[src/rtl/core/yprgb_pkg.sv]
// Shared types, constants and the saturating channel clip for the 4:2:2 pair to RGB converter.
// No dependencies; used by all rtl/core modules.
`default_nettype none

package yprgb_pkg;

    localparam int SUM_W = 19;  // holds every channel sum, rounding term included

    typedef logic signed [SUM_W-1:0] t_sum;
    typedef logic [7:0]              t_byte;

    // BT.601 studio-range coefficients, scaled by 256
    localparam t_sum K_LUMA      = 19'sd298;
    localparam t_sum K_CR_RED    = 19'sd409;
    localparam t_sum K_CB_GREEN  = 19'sd100;
    localparam t_sum K_CR_GREEN  = 19'sd208;
    localparam t_sum K_CB_BLUE   = 19'sd516;
    localparam t_sum K_ROUND     = 19'sd128;
    localparam logic signed [8:0] K_LUMA_OFS = 9'sd16;
    localparam t_byte K_CH_MAX   = 8'd255;

    // Chroma contributions shared by both lanes
    typedef struct packed {
        t_sum red;      // 409e
        t_sum green;    // 100d + 208e, subtracted by the lane
        t_sum blue;     // 516d
    } t_chroma_terms;

    typedef struct packed {
        t_byte red;
        t_byte green;
        t_byte blue;
    } t_pixel;

    // Negative sums clip to 0, anything past 255 after the shift clips to 255
    function automatic t_byte clip_channel(input t_sum sum);
        t_byte res;
        if (sum[SUM_W-1]) begin
            res = '0;
        end else if (|sum[SUM_W-2:16]) begin
            res = K_CH_MAX;
        end else begin
            res = sum[15:8];
        end
        return res;
    endfunction

endpackage

`default_nettype wire

[src/rtl/core/yprgb_chroma.sv]
// Shared chroma stage: removes the Cb/Cr bias and registers the three chroma products.
// Depends on yprgb_pkg.
`default_nettype none

module yprgb_chroma (
    input  wire logic                   i_clk,
    input  wire yprgb_pkg::t_byte       i_chroma_blue,
    input  wire yprgb_pkg::t_byte       i_chroma_red,
    output yprgb_pkg::t_chroma_terms    o_terms
);
    import yprgb_pkg::*;

    logic signed [7:0] w_d;
    logic signed [7:0] w_e;
    t_sum              w_d_ext;
    t_sum              w_e_ext;
    t_chroma_terms     n_terms;
    t_chroma_terms     r_terms;

    // x - 128 on an unsigned byte is just the top bit flipped
    assign w_d = $signed({~i_chroma_blue[7], i_chroma_blue[6:0]});
    assign w_e = $signed({~i_chroma_red[7], i_chroma_red[6:0]});
    assign w_d_ext = {{(SUM_W-8){w_d[7]}}, w_d};
    assign w_e_ext = {{(SUM_W-8){w_e[7]}}, w_e};

    always_comb begin
        n_terms.red   = w_e_ext * K_CR_RED;
        n_terms.green = (w_d_ext * K_CB_GREEN) + (w_e_ext * K_CR_GREEN);
        n_terms.blue  = w_d_ext * K_CB_BLUE;
    end

    always_ff @(posedge i_clk) begin
        r_terms <= n_terms;
    end

    assign o_terms = r_terms;

endmodule

`default_nettype wire

[src/rtl/core/yprgb_lane.sv]
// One pixel lane: registers the luma term, then adds the chroma terms and clips each channel.
// Depends on yprgb_pkg; takes its chroma terms from yprgb_chroma.
`default_nettype none

module yprgb_lane (
    input  wire logic                   i_clk,
    input  wire yprgb_pkg::t_byte       i_luma,
    input  wire yprgb_pkg::t_chroma_terms i_terms,
    output yprgb_pkg::t_pixel           o_pixel
);
    import yprgb_pkg::*;

    logic signed [8:0] w_c;
    t_sum              w_c_ext;
    t_sum              n_base;
    t_sum              r_base;
    t_sum              w_sum_r;
    t_sum              w_sum_g;
    t_sum              w_sum_b;

    assign w_c     = $signed({1'b0, i_luma}) - K_LUMA_OFS;
    assign w_c_ext = {{(SUM_W-9){w_c[8]}}, w_c};
    assign n_base  = (w_c_ext * K_LUMA) + K_ROUND;

    always_ff @(posedge i_clk) begin
        r_base <= n_base;
    end

    // r_base and i_terms belong to the same beat
    assign w_sum_r = r_base + i_terms.red;
    assign w_sum_g = r_base - i_terms.green;
    assign w_sum_b = r_base + i_terms.blue;

    always_comb begin
        o_pixel.red   = clip_channel(w_sum_r);
        o_pixel.green = clip_channel(w_sum_g);
        o_pixel.blue  = clip_channel(w_sum_b);
    end

endmodule

`default_nettype wire

[src/rtl/core/yuyv_pair_to_rgb.sv]
// A beat is registered first in the product stage, then in the output register, where o_strobe marks it.
// Throughput: one beat per clock; busy stays low, both pixel lanes and the chroma stage pipeline.
// The pipeline is two register stages: products, then sum/clip into the output register.
// Results cannot be held off; each one is on the ports for exactly one cycle.
// Reset (synchronous, active low) clears the strobe pipeline; data registers are not reset.
// Depends on yprgb_pkg, yprgb_chroma and yprgb_lane.
`default_nettype none

module yuyv_pair_to_rgb (
    input  wire logic              i_clk,
    input  wire logic              i_rst_n,
    input  wire logic              start,
    output logic                   busy,
    input  wire yprgb_pkg::t_byte  i_luma_first,
    input  wire yprgb_pkg::t_byte  i_luma_second,
    input  wire yprgb_pkg::t_byte  i_chroma_blue,
    input  wire yprgb_pkg::t_byte  i_chroma_red,
    input  wire logic              i_frame_end_in,
    output logic                   o_strobe,
    output yprgb_pkg::t_byte       o_first_red,
    output yprgb_pkg::t_byte       o_first_green,
    output yprgb_pkg::t_byte       o_first_blue,
    output yprgb_pkg::t_byte       o_second_red,
    output yprgb_pkg::t_byte       o_second_green,
    output yprgb_pkg::t_byte       o_second_blue,
    output logic                   o_frame_end_out
);
    import yprgb_pkg::*;

    logic          w_accept;
    t_chroma_terms w_terms;
    t_pixel        w_pix_first;
    t_pixel        w_pix_second;
    logic          r_vld_s1;
    logic          r_fe_s1;
    logic          r_strobe;
    t_pixel        r_pix_first;
    t_pixel        r_pix_second;
    logic          r_fe_out;

    assign busy     = 1'b0;
    assign w_accept = start & ~busy;

    yprgb_chroma u_chroma (
        .i_clk         (i_clk),
        .i_chroma_blue (i_chroma_blue),
        .i_chroma_red  (i_chroma_red),
        .o_terms       (w_terms)
    );

    yprgb_lane u_lane_first (
        .i_clk   (i_clk),
        .i_luma  (i_luma_first),
        .i_terms (w_terms),
        .o_pixel (w_pix_first)
    );

    yprgb_lane u_lane_second (
        .i_clk   (i_clk),
        .i_luma  (i_luma_second),
        .i_terms (w_terms),
        .o_pixel (w_pix_second)
    );

    // Beat valid pipeline
    always_ff @(posedge i_clk) begin
        if (!i_rst_n) begin
            r_vld_s1 <= 1'b0;
            r_strobe <= 1'b0;
        end else begin
            r_vld_s1 <= w_accept;
            r_strobe <= r_vld_s1;
        end
    end

    // Merge: both lanes and the frame mark land in one output register
    always_ff @(posedge i_clk) begin
        r_fe_s1      <= i_frame_end_in;
        r_fe_out     <= r_fe_s1;
        r_pix_first  <= w_pix_first;
        r_pix_second <= w_pix_second;
    end

    assign o_strobe        = r_strobe;
    assign o_first_red     = r_pix_first.red;
    assign o_first_green   = r_pix_first.green;
    assign o_first_blue    = r_pix_first.blue;
    assign o_second_red    = r_pix_second.red;
    assign o_second_green  = r_pix_second.green;
    assign o_second_blue   = r_pix_second.blue;
    assign o_frame_end_out = r_fe_out;

`ifndef SYNTHESIS
    a_accept_to_strobe: assert property (@(posedge i_clk) disable iff (!i_rst_n)
        w_accept |=> ##1 o_strobe)
        else $error("accepted beat did not reach the output");

    a_strobe_has_source: assert property (@(posedge i_clk) disable iff (!i_rst_n)
        o_strobe |-> $past(w_accept, 2))
        else $error("strobe without an accepted beat");

    a_frame_end_aligned: assert property (@(posedge i_clk) disable iff (!i_rst_n)
        o_strobe |-> (o_frame_end_out == $past(i_frame_end_in, 2)))
        else $error("frame end mark out of step with pixel data");

    a_pipe_follows: assert property (@(posedge i_clk) disable iff (!i_rst_n)
        r_vld_s1 |=> o_strobe)
        else $error("stage one beat lost before output");
`endif

endmodule

`default_nettype wire
[config.mk]
export PLATFORM = sky130hd
export DESIGN_NAME = yuyv_pair_to_rgb
export DESIGN_NICKNAME = d
export VERILOG_FILES = /design/src/rtl/core/yprgb_pkg.sv /design/src/rtl/core/yprgb_chroma.sv /design/src/rtl/core/yprgb_lane.sv /design/src/rtl/core/yuyv_pair_to_rgb.sv
export SDC_FILE = /design/constraint.sdc
export NUM_CORES = 1
export LEC_CHECK = 0
export BUFFER_PORTS_ARGS = -buffer_cell sky130_fd_sc_hd__buf_4
export CELL_PAD_IN_SITES_DETAIL_PLACEMENT = 1
export CELL_PAD_IN_SITES_GLOBAL_PLACEMENT = 2
export CORE_ASPECT_RATIO = 1.4
export CORE_MARGIN = 5
export CORE_UTILIZATION = 38
export DETAILED_ROUTE_END_ITERATION = 8
export PLACE_DENSITY = 0.81
export SYNTH_ARGS = -nofsm -noshare
export SYNTH_HDL_FRONTEND = slang
export SYNTH_HIERARCHICAL = 1
export SYNTH_SLANG_ARGS = --single-unit
[constraint.sdc]
create_clock -name i_clk -period 6.7 [get_ports i_clk]
set_clock_uncertainty 0.05 [all_clocks]
set_input_delay 0.67 -clock i_clk [delete_from_list [all_inputs] [get_ports i_clk]]
set_output_delay 0.67 -clock i_clk [all_outputs]
set_load 0.01 [all_outputs]
==> flow_summary.toml, run 1 <==
[place]
post_dp_cell_area_sq_um = 14800
dp_cells = 2007
io_buffers = 85
routabilityCongestion = 0.847
dp_hpwl_um = 30300
pre_cts_ws_ns = 1.28

[layout]
areaGrowthSynthToFinish_pct = 12.8
final_area_sq_um = 15500
drive_above_1_share_pct = 10.7
diodes = 0
fin_nets = 1960
final_cells = 2039

[timing]
rsz0062_at_grt = "no"
maxSlewViolCount = 0
fin_crit_sh_pct = 74.2
setup_violations = 0
setup_ws_ns = 1.73
tightestPinTransition_ns = 0.686
slew-limit-headroom_pct = 53.0
fin_tns_setup_ns = 0
min_period_ns = 4.97
max_freq_ghz = 0.201
finalHoldViolCount = 0

[detailed_routing]
drcViolationCount = 0
drtIter0Drc = 303
first_pass_iters = 4
via_per_inst = 5.18
wire_per_inst_um = 17.2
wirelength_um = 35000
vias = 10600
ant_nets = 0

[global_routing]
grt_use_met1_pct = 21.0
use_met2_pct = 32.5
grt-busiest-layer = "met2"
track_usage_pct = 17.8
grt-ovfl-total = 0
antenna_found_initial = 0
use_met3_pct = 1.98
grt_max_degree = 17
grt_pass1_vias = 11300
grt_pass1_wl_um = 57300

[power_and_ir_drop]
switching_share_pct = 47.3
p_seq_share_pct = 18.7
ir_worst_vdd_mv = 0.252
power.switching_w = 0.00370
comb_power_share_pct = 68.9
internal_power_w = 0.00412
power.density_nw_per_um2 = 506
clkPwrFrac_pct = 12.4
p_total_w = 0.00782
p_leak_nw = 7.69

[logic_synthesis]
netlist_area_sq_um = 13700
synth.avg_cell_area_sq_um = 9.31
syn_inst = 1472
yosysWarnings = 6

[clock_network]
cts-root-buf = "clkbuf_16"
clock-sinks = 136
cts.htree.levels = 4
cts_buffers = 17
clk_path_buf_depth = 2
insertion_delay_ns = 0.44
clk_pin_slew_ns = 0.06
cts_tree = "built"
cts_resized = 0
cts_setup_buffers = 0
holdBufCountCts = 0

[run_status]
status = "complete, no violations"

[critical_path]
crit_buf_inv = 5
cp.arrival_ns = 5.25
path_delay_family = "adder cells"
required_ns = 6.97
slowest_delay_ns = 0.54
critPathSlowestCell = "fa_1"
worstSetupPathType = "in -> reg"
path_cells = "buf_4, inv_1, ha_1, and2_1, ha_1, ha_1, inv_1, fa_1, fa_1, inv_1, ha_1, inv_1, nor2_1, a21boi_1, nor4_1, nor3_1, nor3_1, and4bb_1, xnor2_1"
path_max_fanout = 11
start_kind = "input pin"
endpoint_kind = "flip-flop"

[floorplan]
ios = 87
die_x_um = 170
die_h_um = 235
fp.dieArea_sq_um = 40000
rows = 82
initial_core_util_pct = 38.4
core_area_sq_um = 35700

[min_path]
hold_class = "reg -> reg"

[run]
maxCapViolCount = 0
-- stage by stage --
step / hold slack (ns) / util (%)
floorplan: 0.260 / -
global placement: 0.265 / 41.6
detailed placement: 0.266 / 41.6
CTS: 0.258 / 43.3
global route: 0.276 / 43.3
finish: 0.276 / 43.3
-- layout by cell type, fill, tap and decap left out, types with 6 or more instances in the layout --
cell type and n:
ha_1 310, inv_1 182, dfxtp_1 136, a21oi_1 97, xnor2_1 90, buf_4 85
nor2_1 65, xor2_1 54, nand2_1 52, fa_1 50, a21o_1 38, nand3_1 32
o21ai_0 27, nor3_1 26, o21a_1 24, a31oi_1 20, nor2b_1 19, a211oi_1 19
and2_1 17, clkbuf_16 17, and3_1 14, nand4_1 11, o21ai_1 10, nand2b_1 9
or3_1 9, a311oi_1 6, mux2i_1 6, nor4_1 6
-- cell type report --
type | count | area [sq um]
flip-flops and latches | 136 | 2720
multi-input cells | 1140 | 10200
fillers | 4144 | 20300
repair buffers | 85 | 638
well taps | 462 | 578
inverters | 184 | 691
clock inverters | 14 | 186
clock buffers | 18 | 429
-- flip-flops by register name, summed over array words and instances, names as in the netlist --
name,cells
o_first_blue,8
o_first_red,8
u_chroma/o_terms,48
o_frame_end_out,1
o_second_blue,8
r_fe_s1,1
r_vld_s1,1
o_second_red,8
o_first_green,8
o_strobe,1
u_lane_first/r_base,18
u_lane_second/r_base,18
o_second_green,8
-- routing by layer --
layer	up-vias	wire length (um)	part of all wire [%]
met5	-	0	0
met4	0	1110	3.2
met3	45	771	2.2
met2	126	18200	52
met1	5012	14900	43
li1	5386	-	-
-- final timing paths --
kind / end / from / slack [ns] / depth (start not counted)
max: u_lane_first/r_base[18]$_DFF_P_ / i_luma_first[4] / 1.73 / 19
min: o_frame_end_out$_DFF_P_ / r_fe_s1$_DFF_P_ / 0.28 / 0
max reg2reg: o_first_green[1]$_DFF_P_ / u_lane_first/r_base[1]$_DFF_P_ / 3.49 / 9
min reg2reg: o_frame_end_out$_DFF_P_ / r_fe_s1$_DFF_P_ / 0.28 / 0
-- power groups by stage --
stage | Combinational, W | Clock (W) | Sequential [W]
after floorplan | 0.00402 | 0 | 0.00140
after global placement | 0.00526 | 0 | 0.00148
after detailed placement | 0.00537 | 0 | 0.00148
after CTS | 0.00544 | 0.00100 | 0.00147
after global routing | 0.00604 | 0.00103 | 0.00149
final | 0.00539 | 0.000972 | 0.00146
-- worst register-to-register path, stage by stage, from the launching register on --
cell       delay, ns
dfxtp_1         0.37
ha_1            0.29
nor2b_1         0.12
o2111ai_1       0.13
a41o_1          0.31
a211oi_1        0.46
o21ai_1         0.22
a21oi_1         0.26
mux2i_1         0.63
a21oi_1         0.20
Power figures use the tool's default switching activity.
==> run 2, diff against run 1 <==
Settings changed: ABC_AREA set to 1, CORE_UTILIZATION 38 to 36, PLACE_DENSITY 0.81 to 0.85.
Clock period 6.7 ns to 5.1 ns, I/O delays scaled along.
==> flow_summary.toml, run 2 <==
[run_status]
status = "complete, no violations"

[timing]
finalHoldViolCount = 0
fin_crit_sh_pct = 84.4
maxSlewViolCount = 0
max_freq_ghz = 0.232
setup_violations = 0
slew-limit-headroom_pct = 64.0
fin_tns_setup_ns = 0
min_period_ns = 4.30
rsz0062_at_grt = "no"
holdWs_ns = 0.119
tightestPinTransition_ns = 0.539

[clock_network]
cts.htree.levels = 4
clk_pin_slew_ns = 0.06
cts_resized = 0
cts_tree = "built"
cts_setup_buffers = 0
holdBufCountCts = 0
insertion_delay_ns = 0.45
cts_buffers = 17
cts-root-buf = "clkbuf_16"
clock-sinks = 136
clk_path_buf_depth = 2

[layout]
drive_above_1_share_pct = 6.62
seqCellArea_sq_um = 2720
layout_commonest_cell = "nand2_1"
areaGrowthSynthToFinish_pct = 11.8
diodes = 0
largest_reg_flops = 48
n_fill_cell = 6057
final_area_sq_um = 18700
layout_common_cells = "733 x nand2_1, 466 x inv_1, 310 x ha_1, 187 x nand3_1, 159 x nor2_1"
multi_input_area_sq_um = 12200
final_cells = 3247
fin_nets = 3013

[power_and_ir_drop]
power.density_nw_per_um2 = 657
p_leak_nw = 10.8
ir_worst_vdd_mv = 0.245
p_total_w = 0.0123

[floorplan]
initial_core_util_pct = 36.4
rows = 93
fp.dieArea_sq_um = 50900
die_x_um = 192
die_h_um = 265
ios = 87
core_area_sq_um = 46000

[place]
io_buffers = 85
routabilityCongestion = 0.904
dp_hpwl_um = 47400
dp_cells = 3215
post_dp_cell_area_sq_um = 18100

[detailed_routing]
first_pass_iters = 5
vias = 16100
via_per_inst = 4.95
ant_nets = 0
wirelength_um = 53900
drtIter0Drc = 467
drcViolationCount = 0
wire_per_inst_um = 16.6

[global_routing]
track_usage_pct = 21.5
antenna_found_initial = 0
grt_max_degree = 17
grt_pass1_vias = 17100
grt_pass1_wl_um = 86500
grt-ovfl-total = 0

[logic_synthesis]
yosysWarnings = 6
syn_inst = 2518
synth.avg_cell_area_sq_um = 6.64
netlist_area_sq_um = 16700

[critical_path]
cp.arrival_ns = 4.58
endpoint_kind = "flip-flop"
required_ns = 5.38
worstSetupPathType = "in -> reg"
path_max_fanout = 6
start_kind = "input pin"

[min_path]
hold_class = "in -> reg"

[run]
maxCapViolCount = 0
-- run 2: final timing paths --
| check | depth (start not counted) | slack (ns) | start | end |
|---|---|---|---|---|
| max | 20 | 0.80 | i_luma_second[4] | u_lane_second/r_base[13]$_DFF_P_ |
| min | 1 | 0.12 | i_frame_end_in | r_fe_s1$_DFF_P_ |
| max reg2reg | 11 | 2.67 | u_lane_first/r_base[3]$_DFF_P_ | o_first_red[7]$_DFF_P_ |
| min reg2reg | 0 | 0.28 | r_fe_s1$_DFF_P_ | o_frame_end_out$_DFF_P_ |
-- run 2: final cells by class --
| type | instances | share of cell area (%) |
|---|---|---|
| Multi-Input combinational cell | 1904 | 65.1 |
| Sequential cell | 136 | 14.6 |
| Inverter | 471 | 9.46 |
| Tap cell | 617 | 4.13 |
| Timing Repair Buffer | 87 | 3.50 |
| Clock buffer | 21 | 2.46 |
| Clock inverter | 11 | 0.783 |
-- run 2: per-layer routing --
layer | vias up | share of wire (%) | track usage (%)
met5 | - | 0 | 0
met4 | 0 | 4.7 | 9.76
met3 | 90 | 1.7 | 1.88
met2 | 170 | 53 | 41.4
met1 | 7575 | 41 | 23.5
li1 | 8240 | - | -
-- run 2: power breakdown --
part | switching, W | leakage (nW) | total [W] | internal, W
Clock | 0.000490 | 0.293 | 0.00128 | 0.000794
Combinational | 0.00575 | 9.38 | 0.00893 | 0.00317
Sequential | 0.000521 | 1.14 | 0.00206 | 0.00154
-- run 2: stage by stage --
stage,util (%),setup WS (ns)
final,40.7,0.797
after global routing,40.7,0.442
after CTS,40.7,0.769
after detailed placement,39.3,0.290
after global placement,39.3,0.459
after floorplan,-,0.675
-- run 2: worst max-delay path, cell delays in order --
cell,delay [ns]
buf_4,0.10
inv_1,0.17
ha_1,0.27
inv_1,0.20
ha_1,0.28
ha_1,0.29
ha_1,0.28
inv_1,0.05
fa_1,0.53
inv_1,0.05
ha_1,0.27
fa_1,0.45
nand2_1,0.13
nand2_1,0.09
inv_1,0.06
ha_1,0.16
inv_1,0.07
nor3_4,0.31
nand3_1,0.14
xor2_1,0.16
